**src/design/process_slot_scheduler_top_macros.svh**
```systemverilog
// Assertion macros shared by the process slot scheduler RTL.
`ifndef PROCESS_SLOT_SCHEDULER_TOP_MACROS_SVH
`define PROCESS_SLOT_SCHEDULER_TOP_MACROS_SVH

// Same-cycle implication, disabled during reset.
`define PSS_ASSERT_SAME(lbl, clk, rst_n, ante, cons) \
  lbl: assert property (@(posedge clk) disable iff (!rst_n) (ante) |-> (cons)) \
    else $error("scheduler check failed");

// Next-cycle implication, disabled during reset.
`define PSS_ASSERT_NEXT(lbl, clk, rst_n, ante, cons) \
  lbl: assert property (@(posedge clk) disable iff (!rst_n) (ante) |=> (cons)) \
    else $error("scheduler check failed");

`endif

```
**src/design/pss_pkg.sv**
```systemverilog
// Types and constants of the process slot scheduler.
package pss_pkg;

  typedef enum logic [1:0] {
    ST_UNUSED   = 2'd0,
    ST_RUNNABLE = 2'd1,
    ST_ZOMBIE   = 2'd2
  } slot_state_t;

  typedef enum logic [1:0] {
    REQ_CREATE = 2'd0,
    REQ_FORK   = 2'd1,
    REQ_SIGNAL = 2'd2,
    REQ_TICK   = 2'd3
  } req_t;

  typedef enum logic [1:0] {
    STAT_OK        = 2'd0,
    STAT_NO_SLOT   = 2'd1,
    STAT_NO_CUR    = 2'd2,
    STAT_NOT_FOUND = 2'd3
  } status_t;

  typedef struct packed {
    slot_state_t  state;
    logic [15:0]  pid;
    logic [7:0]   sig;
    logic [31:0]  runtime;
  } slot_entry_t;

  localparam logic [7:0] SIG_INT  = 8'd2;
  localparam logic [7:0] SIG_KILL = 8'd9;
  localparam logic [7:0] SIG_SEGV = 8'd11;
  localparam logic [1:0] RING_USER = 2'd3;

  localparam int CFG_IDX_W = 2;
  localparam logic [CFG_IDX_W-1:0] CFG_POLICY  = 2'd0;
  localparam logic [CFG_IDX_W-1:0] CFG_PREEMPT = 2'd1;

endpackage

```
**src/design/pss_slot_table.sv**
```systemverilog
// Slot table: one-read one-write memory with per-entry valid bits.
module pss_slot_table import pss_pkg::*; #(
  parameter int NUM_SLOTS = 16,
  parameter int IDX_W     = 4
) (
  input  logic              clk,
  input  logic              rst_n,
  input  logic              rd_en,
  input  logic [IDX_W-1:0]  rd_addr,
  output slot_entry_t       rd_entry,
  input  logic              wr_en,
  input  logic [IDX_W-1:0]  wr_addr,
  input  slot_entry_t       wr_data
);

  slot_entry_t             mem [NUM_SLOTS];
  logic [NUM_SLOTS-1:0]    valid_r;
  slot_entry_t             rd_data_r;
  logic                    vbit_r;

  always_ff @(posedge clk) begin
    if (wr_en) begin
      mem[wr_addr] <= wr_data;
    end
    if (rd_en) begin
      rd_data_r <= mem[rd_addr];
    end
  end

  always_ff @(posedge clk) begin
    if (!rst_n) begin
      valid_r <= '0;
      vbit_r  <= 1'b0;
    end else begin
      if (wr_en) begin
        valid_r[wr_addr] <= 1'b1;
      end
      if (rd_en) begin
        vbit_r <= valid_r[rd_addr];
      end
    end
  end

  // never-written entries read as an unused, cleared slot
  assign rd_entry = vbit_r ? rd_data_r : '0;

endmodule

```
**src/design/process_slot_scheduler_top.sv**
```systemverilog
// Top level of the process slot scheduler.
// Every request yields one result item. A create, a signal, a fork with a
// current task, or a tick with preemption armed and ring 3, walks the slot
// table one entry per cycle through the table's single read port; a fork or
// an armed tick with a current task first reads the current slot (and a tick
// charges it). An unarmed tick, or a fork with no current task, goes straight
// to apply without a scan. A new item is taken while the previous result
// waits in the output register. Slot storage needs no clearing pass after
// reset. Configuration registers:
// policy_mode (0 round-robin, 1 least runtime) and preempt_enable.
`include "process_slot_scheduler_top_macros.svh"

module process_slot_scheduler_top import pss_pkg::*; #(
  parameter int NUM_SLOTS = 16
) (
  input  logic                 clk,
  input  logic                 rst_n,
  // config
  input  logic                 cfg_we,
  input  logic [CFG_IDX_W-1:0] cfg_index,
  input  logic                 cfg_wdata,
  // requests
  input  logic                 in_tvalid,
  output logic                 in_tready,
  input  logic [31:0]          in_tdata,  // target_pid[15:0], signal_num[23:16],
                                          // caller_ring[25:24], zero pad
  input  logic [1:0]           in_tuser,  // req_type[1:0]
  // results
  output logic                 out_tvalid,
  input  logic                 out_tready,
  output logic [79:0]          out_tdata  // status[1:0], new_pid[17:2], switched[18],
                                          // current_slot[23:19], has_current[24],
                                          // current_pid[40:25], runnable_total[45:41],
                                          // tick_total[77:46], zero pad
);

  localparam int IDX_W = (NUM_SLOTS > 1) ? $clog2(NUM_SLOTS) : 1;
  localparam int CNT_W = IDX_W + 1;
  localparam logic [CNT_W-1:0] SLOTS_C = CNT_W'(NUM_SLOTS);

  typedef enum logic [4:0] {
    S_IDLE   = 5'b00001,
    S_RDCUR  = 5'b00010,
    S_RDWAIT = 5'b00100,
    S_SCAN   = 5'b01000,
    S_APPLY  = 5'b10000
  } fsm_t;

  fsm_t              state_r, state_nxt;

  logic              policy_r, preempt_r;
  req_t              req_r;
  logic [15:0]       pid_r;
  logic [7:0]        sig_r;
  logic              armed_r;

  logic [IDX_W-1:0]  cur_idx_r, cur_idx_nxt;
  logic              cur_vld_r, cur_vld_nxt;
  logic [15:0]       cur_pid_r, cur_pid_nxt;
  logic [31:0]       cur_rt_r;
  logic [15:0]       next_id_r, next_id_nxt;
  logic [31:0]       tick_r, tick_nxt;
  logic [CNT_W-1:0]  count_r, count_nxt;

  logic [IDX_W-1:0]  start_r;
  logic [CNT_W-1:0]  n_r;
  logic              scan_vld_r;
  logic [IDX_W-1:0]  rd_idx_r;
  logic              found_r;
  logic [IDX_W-1:0]  hit_idx_r;
  logic [15:0]       hit_pid_r;
  logic [31:0]       hit_rt_r;

  logic              out_tvalid_r;
  logic [79:0]       out_tdata_r;

  // table port signals
  logic              rd_en;
  logic [IDX_W-1:0]  rd_addr;
  slot_entry_t       rd_entry;
  logic              wr_en;
  logic [IDX_W-1:0]  wr_addr;
  slot_entry_t       wr_data;

  logic              in_acc;
  logic              out_free;
  req_t              in_req;
  logic              in_armed;
  logic [CNT_W-1:0]  cur_inc;
  logic [IDX_W-1:0]  rr_start;
  logic              scan_issue;
  logic              scan_end;
  logic [CNT_W-1:0]  addr_sum;
  logic [CNT_W-1:0]  addr_wrap;
  logic [IDX_W-1:0]  scan_addr;
  logic              take;
  logic              term;
  status_t           status_nxt;
  logic [15:0]       new_pid_nxt;
  logic              switched_nxt;
  logic [31:0]       cur_slot_w;
  logic [31:0]       count_w;

  pss_slot_table #(
    .NUM_SLOTS (NUM_SLOTS),
    .IDX_W     (IDX_W)
  ) u_table (
    .clk      (clk),
    .rst_n    (rst_n),
    .rd_en    (rd_en),
    .rd_addr  (rd_addr),
    .rd_entry (rd_entry),
    .wr_en    (wr_en),
    .wr_addr  (wr_addr),
    .wr_data  (wr_data)
  );

  assign in_tready  = (state_r == S_IDLE);
  assign in_acc     = in_tvalid && in_tready;
  assign out_free   = !out_tvalid_r || out_tready;
  assign out_tvalid = out_tvalid_r;
  assign out_tdata  = out_tdata_r;

  assign in_req   = req_t'(in_tuser[1:0]);
  assign in_armed = preempt_r && (in_tdata[25:24] == RING_USER);

  // round-robin starts after current, wrapping
  assign cur_inc  = {1'b0, cur_idx_r} + CNT_W'(1);
  assign rr_start = (!cur_vld_r || cur_inc == SLOTS_C) ? '0 : cur_inc[IDX_W-1:0];

  assign scan_issue = (state_r == S_SCAN) && (n_r != SLOTS_C);
  assign scan_end   = (state_r == S_SCAN) && (n_r == SLOTS_C) && !scan_vld_r;
  assign addr_sum   = {1'b0, start_r} + n_r;
  assign addr_wrap  = (addr_sum >= SLOTS_C) ? (addr_sum - SLOTS_C) : addr_sum;
  assign scan_addr  = addr_wrap[IDX_W-1:0];

  assign rd_en   = scan_issue || (state_r == S_RDCUR);
  assign rd_addr = (state_r == S_RDCUR) ? cur_idx_r : scan_addr;

  assign term = (sig_r == SIG_KILL) || (sig_r == SIG_SEGV) || (sig_r == SIG_INT);

  // scan match for the request in progress
  always_comb begin
    take = 1'b0;
    case (req_r) inside
      REQ_CREATE, REQ_FORK: take = !found_r && (rd_entry.state == ST_UNUSED);
      REQ_SIGNAL: take = !found_r && (rd_entry.state == ST_RUNNABLE)
                         && (rd_entry.pid == pid_r);
      default: begin
        if (policy_r) begin
          take = (rd_entry.state == ST_RUNNABLE)
                 && (!found_r || (rd_entry.runtime < hit_rt_r));
        end else begin
          take = !found_r && (rd_entry.state == ST_RUNNABLE);
        end
      end
    endcase
  end

  // table writes: runtime charge on an armed tick, slot update at apply
  always_comb begin
    wr_en   = 1'b0;
    wr_addr = hit_idx_r;
    wr_data = rd_entry;
    if (state_r == S_RDWAIT) begin
      wr_addr = cur_idx_r;
      wr_en   = (req_r == REQ_TICK);
      if (rd_entry.runtime != 32'hFFFF_FFFF) begin
        wr_data.runtime = rd_entry.runtime + 32'd1;
      end
    end else if (state_r == S_APPLY) begin
      wr_en = out_free && found_r && (req_r != REQ_TICK);
      if (req_r == REQ_SIGNAL) begin
        wr_data.state   = term ? ST_ZOMBIE : ST_RUNNABLE;
        wr_data.pid     = hit_pid_r;
        wr_data.sig     = sig_r;
        wr_data.runtime = hit_rt_r;
      end else begin
        wr_data.state   = ST_RUNNABLE;
        wr_data.pid     = next_id_r;
        wr_data.sig     = '0;
        wr_data.runtime = (req_r == REQ_FORK) ? cur_rt_r : '0;
      end
    end
  end

  // result of the request, applied in S_APPLY
  always_comb begin
    status_nxt   = STAT_OK;
    new_pid_nxt  = '0;
    switched_nxt = 1'b0;
    cur_idx_nxt  = cur_idx_r;
    cur_vld_nxt  = cur_vld_r;
    cur_pid_nxt  = cur_pid_r;
    next_id_nxt  = next_id_r;
    tick_nxt     = tick_r;
    count_nxt    = count_r;
    case (req_r) inside
      REQ_CREATE, REQ_FORK: begin
        if ((req_r == REQ_FORK) && !cur_vld_r) begin
          status_nxt = STAT_NO_CUR;
        end else if (!found_r) begin
          status_nxt = STAT_NO_SLOT;
        end else begin
          new_pid_nxt = next_id_r;
          next_id_nxt = next_id_r + 16'd1;
          count_nxt   = count_r + CNT_W'(1);
          if (!cur_vld_r) begin
            cur_idx_nxt = hit_idx_r;
            cur_vld_nxt = 1'b1;
            cur_pid_nxt = next_id_r;
          end
        end
      end
      REQ_SIGNAL: begin
        if (!found_r) begin
          status_nxt = STAT_NOT_FOUND;
        end else begin
          if (term) begin
            count_nxt = count_r - CNT_W'(1);
          end
          if (cur_vld_r && (hit_idx_r == cur_idx_r)) begin
            cur_vld_nxt = 1'b0;
          end
        end
      end
      default: begin
        tick_nxt = tick_r + 32'd1;
        if (armed_r && found_r) begin
          switched_nxt = 1'b1;
          cur_idx_nxt  = hit_idx_r;
          cur_vld_nxt  = 1'b1;
          cur_pid_nxt  = hit_pid_r;
        end
      end
    endcase
  end

  assign cur_slot_w = cur_vld_nxt ? 32'(cur_idx_nxt) : 32'(NUM_SLOTS);
  assign count_w    = 32'(count_nxt);

  always_comb begin
    state_nxt = state_r;
    unique case (state_r)
      S_IDLE: begin
        if (in_acc) begin
          unique case (in_req) inside
            REQ_CREATE, REQ_SIGNAL: state_nxt = S_SCAN;
            REQ_FORK:               state_nxt = cur_vld_r ? S_RDCUR : S_APPLY;
            default: begin
              if (!in_armed) begin
                state_nxt = S_APPLY;
              end else begin
                state_nxt = cur_vld_r ? S_RDCUR : S_SCAN;
              end
            end
          endcase
        end
      end
      S_RDCUR:  state_nxt = S_RDWAIT;
      S_RDWAIT: state_nxt = S_SCAN;
      S_SCAN:   state_nxt = scan_end ? S_APPLY : S_SCAN;
      S_APPLY:  state_nxt = out_free ? S_IDLE : S_APPLY;
      default:  state_nxt = S_IDLE;
    endcase
  end

  always_ff @(posedge clk) begin
    if (!rst_n) begin
      state_r      <= S_IDLE;
      policy_r     <= 1'b0;
      preempt_r    <= 1'b0;
      cur_vld_r    <= 1'b0;
      next_id_r    <= 16'd1;
      tick_r       <= '0;
      count_r      <= '0;
      scan_vld_r   <= 1'b0;
      found_r      <= 1'b0;
      out_tvalid_r <= 1'b0;
    end else begin
      state_r    <= state_nxt;
      scan_vld_r <= scan_issue;

      if (cfg_we) begin
        unique case (cfg_index)
          CFG_POLICY:  policy_r  <= cfg_wdata;
          CFG_PREEMPT: preempt_r <= cfg_wdata;
          default: ;
        endcase
      end

      if (in_acc) begin
        found_r <= 1'b0;
      end else if ((state_r == S_SCAN) && scan_vld_r && take) begin
        found_r <= 1'b1;
      end

      if ((state_r == S_APPLY) && out_free) begin
        cur_vld_r <= cur_vld_nxt;
        next_id_r <= next_id_nxt;
        tick_r    <= tick_nxt;
        count_r   <= count_nxt;
      end

      if ((state_r == S_APPLY) && out_free) begin
        out_tvalid_r <= 1'b1;
      end else if (out_tready) begin
        out_tvalid_r <= 1'b0;
      end
    end
  end

  // payload and datapath registers
  always_ff @(posedge clk) begin
    if (in_acc) begin
      req_r   <= in_req;
      pid_r   <= in_tdata[15:0];
      sig_r   <= in_tdata[23:16];
      armed_r <= in_armed;
      n_r     <= '0;
      start_r <= ((in_req == REQ_TICK) && !policy_r) ? rr_start : '0;
    end else if (scan_issue) begin
      n_r <= n_r + CNT_W'(1);
    end

    if (scan_issue) begin
      rd_idx_r <= scan_addr;
    end

    if ((state_r == S_RDWAIT) && (req_r == REQ_FORK)) begin
      cur_rt_r <= rd_entry.runtime;
    end

    if ((state_r == S_SCAN) && scan_vld_r && take) begin
      hit_idx_r <= rd_idx_r;
      hit_pid_r <= rd_entry.pid;
      hit_rt_r  <= rd_entry.runtime;
    end

    if ((state_r == S_APPLY) && out_free) begin
      cur_idx_r   <= cur_idx_nxt;
      cur_pid_r   <= cur_pid_nxt;
      out_tdata_r <= {2'b00,
                      tick_nxt,
                      count_w[4:0],
                      cur_vld_nxt ? cur_pid_nxt : 16'd0,
                      cur_vld_nxt,
                      cur_slot_w[4:0],
                      switched_nxt,
                      new_pid_nxt,
                      status_nxt};
    end
  end

  // a current task is always runnable, so it is counted
  `PSS_ASSERT_SAME(a_cur_counted, clk, rst_n, cur_vld_r, count_r != '0)
  `PSS_ASSERT_SAME(a_count_range, clk, rst_n, 1'b1, count_r <= SLOTS_C)
  // no table write while the scan reads it
  `PSS_ASSERT_SAME(a_no_wr_in_scan, clk, rst_n, state_r == S_SCAN, !wr_en)
  `PSS_ASSERT_NEXT(a_apply_gives_item, clk, rst_n,
                   (state_r == S_APPLY) && out_free, out_tvalid_r && (state_r == S_IDLE))

endmodule
```
**config.mk**
```make
export PLATFORM = sky130hd
export DESIGN_NAME = process_slot_scheduler_top
export DESIGN_NICKNAME = d
export VERILOG_FILES = /design/src/design/pss_pkg.sv /design/src/design/pss_slot_table.sv /design/src/design/process_slot_scheduler_top.sv
export VERILOG_INCLUDE_DIRS = /design/src /design/src/design
export SDC_FILE = /design/constraint.sdc
export NUM_CORES = 2
export LEC_CHECK = 0
export BUFFER_PORTS_ARGS = -buffer_cell sky130_fd_sc_hd__buf_4
export CAP_MARGIN = 20
export CORE_UTILIZATION = 50
export CTS_BUF_LIST = sky130_fd_sc_hd__clkbuf_8
export DETAILED_ROUTE_END_ITERATION = 10
export GPL_ROUTABILITY_DRIVEN = 0
export PLACE_DENSITY = 0.69
export SLEW_MARGIN = 20
export SYNTH_ARGS = -nofsm -noshare
export SYNTH_HDL_FRONTEND = slang
export SYNTH_HIERARCHICAL = 1
export SYNTH_SLANG_ARGS = --single-unit
```
**constraint.sdc**
```tcl
create_clock -name clk -period 7.1 [get_ports clk]
set_input_delay 0.71 -clock clk [delete_from_list [all_inputs] [get_ports clk]]
set_output_delay 0.71 -clock clk [all_outputs]
set_load 0.05 [all_outputs]
```
Yosys cells after proc, flatten, opt, wreduce, memory -nomap -nowiden

Memory sizes are Yosys's and may differ from the RTL's. A register that Yosys moved wholly into a read port is not among the register bits.
Cells that the tools add are included.

RAM bits: 928
Bits of input ports: 42
Memories: 1
Word-level logic and storage cells: 186
Bits in registers: 303
Output and inout bits: 82

Muxes and demuxes: 66
Add/sub/neg operators: 9
Order comparisons: 5
Equal/unequal tests: 25
Bitwise operators: 6
Reductions and logical operators: 45

Memory list:

| name        | depth | bits a word | read ports | clocked after memory_dff | wr ports | line                 | RTL |
|---|---|---|---|---|---|---|---|
| u_table.mem | 16    | 58          | 1          | 1                        | 1        | pss_slot_table.sv:16 | `slot_entry_t mem [NUM_SLOTS];` |

Operator list:

| kind                                                                  | count |
|---|---|
| 58-bit 2-to-1 mux                                                     | 3 |
| 32-bit 2-to-1 mux                                                     | 5 |
| 16-bit 2-to-1 mux                                                     | 6 |
| 32-bit by 1-bit adder with 32-bit output, second input constant       | 2 |
| 5-bit 2-to-1 mux                                                      | 12 |
| 4-bit 2-to-1 mux                                                      | 10 |
| 32-bit < comparator                                                   | 1 |
| 32-bit != test, second input constant                                 | 1 |
| 26-bit 2-to-1 mux                                                     | 1 |
| 5-bit case mux with 5 select lines                                    | 1 |
| 1-bit logical AND                                                     | 20 |
| 1-bit 2-to-1 mux                                                      | 20 |
| 16-bit by 1-bit adder with 16-bit output, second input constant       | 1 |
| 16-bit equality test                                                  | 1 |
| 8-bit by 4-bit equality test with 1-bit output, second input constant | 2 |
| 16-bit OR                                                             | 1 |
| 5-bit equality test, second input constant                            | 3 |
| 5-bit by 1-bit adder with 5-bit output, second input constant         | 2 |
| 2-bit equality test, second input constant                            | 5 |
| 4-bit by 5-bit < comparator with 1-bit output, second input constant  | 2 |
| 2-bit 2-to-1 mux                                                      | 5 |
| 5-bit case mux with 2 select lines                                    | 1 |
| 2-bit by 1-bit equality test with 1-bit output, second input constant | 4 |
| 8-bit by 2-bit equality test with 1-bit output, second input constant | 1 |
| other kinds (25)                                                      | 46 |

Longest topological paths before layout

Depth in word-level cells: 8
Depth in mapped cells: 11
Gate-level depth less buffers: 9

Modules after synthesis

Netlist, hierarchy kept.

By module, submodules not included:

| module                     | instances | cells each | area each (sq um) |
|---|---|---|---|
| pss_slot_table             | 1         | 1481       | 37656.1 |
| process_slot_scheduler_top | 1         | 1280       | 14367.5 |

Worst setup path before layout

No wires, ideal clock.

Kind: input to register
Start: input out_tready
End: memory u_table/mem[0][0] (netlist bit), enable pin
Path slack: 0.149 ns
Stages: 8
Library setup time: 0.548 ns
Arrival time: 6.403 ns
Cells stage by stage: nand2b_1 -> nand4_1 -> clkbuf_1 -> clkbuf_1 -> clkbuf_1 -> o22ai_1 -> or3b_2 -> nor3_1

Longest elaborated chain between the ends: 7

Ends and longest elaborated chain:

| element                                | line                              | RTL |
|---|---|---|
| from (decl)                            | process_slot_scheduler_top.sv:30  | `input logic out_tready,` |
| 1-bit logical OR                       | process_slot_scheduler_top.sv:120 | `assign out_free = !out_tvalid_r \|\| out_tready;` |
| 1-bit logical AND (2 in a row)         | process_slot_scheduler_top.sv:172 | `wr_en = out_free && found_r && (req_r != REQ_TICK);` |
| 1-bit 2-to-1 mux                       | process_slot_scheduler_top.sv:171 | `end else if (state_r == S_APPLY) begin` |
| 1-bit 2-to-1 mux                       | process_slot_scheduler_top.sv:165 | `if (state_r == S_RDWAIT) begin` |
| via wr_en                              | process_slot_scheduler_top.sv:81  | `logic wr_en;` |
| 1-bit 2-to-1 mux                       | pss_slot_table.sv:22              | `if (wr_en) begin` |
| 1-bit 2-to-1 mux (implied by the code) | pss_slot_table.sv:23              | `mem[wr_addr] <= wr_data;` |
| to (decl)                              | pss_slot_table.sv:16              |  |

The timed path passes the listed nets, and every way through them passes these cells.

==> qor.csv <==
stage;metric;value;unit
timing;setup_viol;0;
final_layout;final_cells;4193;
drt;wl;103000;µm
critical_path;cpMaxStageDelayCell;nor4_4;
grt;grt_first_pass_wirelength;156000;µm
critical_path;worstPathMaxFanout;33;
pwr;pwr-share-seq;53.5;%
drt;drt-wirelength-per-cell;24.6;µm
critical_path;r2r_setup_slack;2.11;ns
critical_path;cpPeakStageDelay;0.89;ns
cts;cts_htree_levels;4;
final_layout;num-nets-final;2887;
cts;cts_sinks;1153;
cts;hold_buffers;16;
critical_path;crit_path_cell_trace;buf_4, and2_1, and4_1, nand4_1, nor4_4, nor4_1, mux2_1, nor2_1;
place;dp_cells;3846;
timing;maxSlewHeadroom;23.4;%
critical_path;criticalPathCategory;flop to flop;
synth;ys.warnings.count;6;
grt;grt_use_total;22.3;%
timing;slew_violations;0;
floorplanning;die_w;308;µm
critical_path;worstPathRequired;7.55;ns
cts;clockBufferDepth;3;
timing;clock_skew;0.0502;ns
cts;clk_latency;0.85;ns
pwr;power.net_switching;3290;µW
drt;drc;0;
pwr;peakVddDrop;0.000181;V
pwr;p_sw_share;23.4;%
timing;period_share;70.2;%
pwr;cellPowerDensity;265;mW/mm²
timing;period_minus_slack;4.99;ns
place;hpwlAfterDp;57300;µm
synth;syn_area;0.0469;mm²
cts;cts_tree;done;
run;drv_cap;0;
final_layout;fillers;6951;
grt;grt_overflow;0;
timing;finalHoldViolCount;0;
cts;postCtsSetupBuffers;0;
critical_path;arrival;5.43;ns
grt;antenna_found_initial;1;
floorplanning;die_y;308;µm
pwr;internal_power;10700;µW
synth;syn_inst;2553;
cts;cts_root_buffer;clkbuf_8;
synth;syn_avg_cell_area;18.4;µm²
grt;grt_max_degree;129;
timing;setup_ws;2.11;ns
status;status;complete, no violations;
floorplanning;rows;111;
floorplanning;ios;124;
drt;num_vias;24611;
timing;rsz0062_at_grt;no;
final_layout;drive_above_1_share;24.5;%
pwr;leakage;0.0185;µW
critical_path;crit_buf_inv;1;
place;pre_cts_slack;2.19;ns
timing;fmaxAchievable;201;MHz
final_layout;syn2layout_area_growth;12.8;%
pwr;totalPowerFinal;14000;µW
drt;drt_iter0_drc;2602;
worst_hold_path;min_path_type;input port to flop;
critical_path;cpLargestDelayFamily;simple AND/OR/NAND/NOR gates;
timing;final.setup.tns;0;ns
grt;grt_pass1_vias;25646;
critical_path;start_kind;flop;
final_layout;post-route-util;57.4;%
floorplanning;coreArea;0.0922;mm²
pwr;p_clk_share;36.5;%
timing;worstMarginPinSlew;1.15;ns
cts;cts_resized;0;
critical_path;end_kind;flop;
pwr;combPwrFrac;10.0;%
drt;vias_per_cell;5.87;
place;io_buffers;115;
floorplanning;start_util;50.8;%
drt;ant_nets;0;
drt;drt_first_pass_iters;7;
floorplanning;die_area;0.0950;mm²
cts;cts_made_buffers;180;
cts;path_clk_slew;0.06;ns
[layout by cell type, fill, tap and decap left out, types with 9 or more instances in the layout]
master            n
edfxtp_1       1067
mux4_2          252
buf_4           188
clkbuf_8        184
inv_1           114
nor2_1          110
and2_1           93
dfxtp_1          86
nand2_1          79
mux2i_1          68
xnor2_1          63
clkinv_1         46
o21ai_0          45
a21oi_1          45
nand3_1          43
ha_1             42
xor2_1           41
nand4_1          34
a221oi_1         33
nor3_1           22
a211oi_1         20
o21a_1           18
and3_1           18
clkinv_2         17
or3_1            16
dlygate4sd3_1    16
nor2_4           14
a311oi_1         13
nand2b_1          9
and4_1            9
[path summary, 6_finish.rpt]
path                               to  cells after the start            from
setup / recovery  u_table/mem[15][18]                      8  u_table/vbit_r
hold / removal               pid_r[7]                      1     in_tdata[7]
setup reg to reg  u_table/mem[15][18]                      8  u_table/vbit_r
hold reg to reg          hit_idx_r[1]                      0     rd_idx_r[1]
[power by group through the flow]
stage	Combinational (µW)	Sequential, µW	Clock [µW]
global route	1500	7500	5540
global placement	1390	7640	0
floorplan	1130	7640	0
detailed placement	1410	7640	0
finish	1400	7500	5120
CTS	1420	7500	5250
[registers in the layout, summed over array words and instances (netlist names), 32 cells and up]
signal and count:
u_table/mem 800, u_table/rd_data_r 50, hit_rt_r 32, out_tdata 78, cur_rt_r 32, tick_r 32
[metrics by stage]
| stage | hold WS (ns) | cell area, µm² |
|---|---|---|
| floorplan | 0.400 | 46900 |
| global placement | 0.401 | 49400 |
| detailed placement | 0.416 | 49400 |
| CTS | 0.00345 | 52900 |
| global route | 0.0220 | 52900 |
| finish | 0.0793 | 52900 |
[worst register-to-register path, stage by stage, from the launching register on]
cell     delay [ns]
dfxtp_1        0.75
buf_4          0.50
and2_1         0.41
and4_1         0.44
nand4_1        0.32
nor4_4         0.89
nor4_1         0.14
mux2_1         0.35
nor2_1         0.80
[per-layer routing]
| metal | wire length [µm] | part of all wire, % | track usage, % | vias up |
|---|---|---|---|---|
| met3 | 7480 | 7.2 | 3.95 | 162 |
| li1 | - | - | - | 10763 |
| met4 | 2030 | 2.0 | 6.76 | 0 |
| met2 | 51100 | 49 | 36.8 | 940 |
| met5 | 0 | 0 | 0 | - |
| met1 | 42700 | 41 | 30.3 | 12746 |
[cell type report]
class | instances | area (µm²) | area share (%)
Tap cell | 1243 | 1560 | 2.94
Clock inverter | 145 | 778 | 1.47
Inverter | 54 | 206 | 0.390
Sequential cell | 1153 | 33800 | 63.8
Antenna cell | 1 | 2.50 | 0.00473
Clock buffer | 184 | 2530 | 4.79
Multi-Input combinational cell | 1204 | 12400 | 23.4
Timing Repair Buffer | 209 | 1670 | 3.16
(Power assumes the default switching activity.)
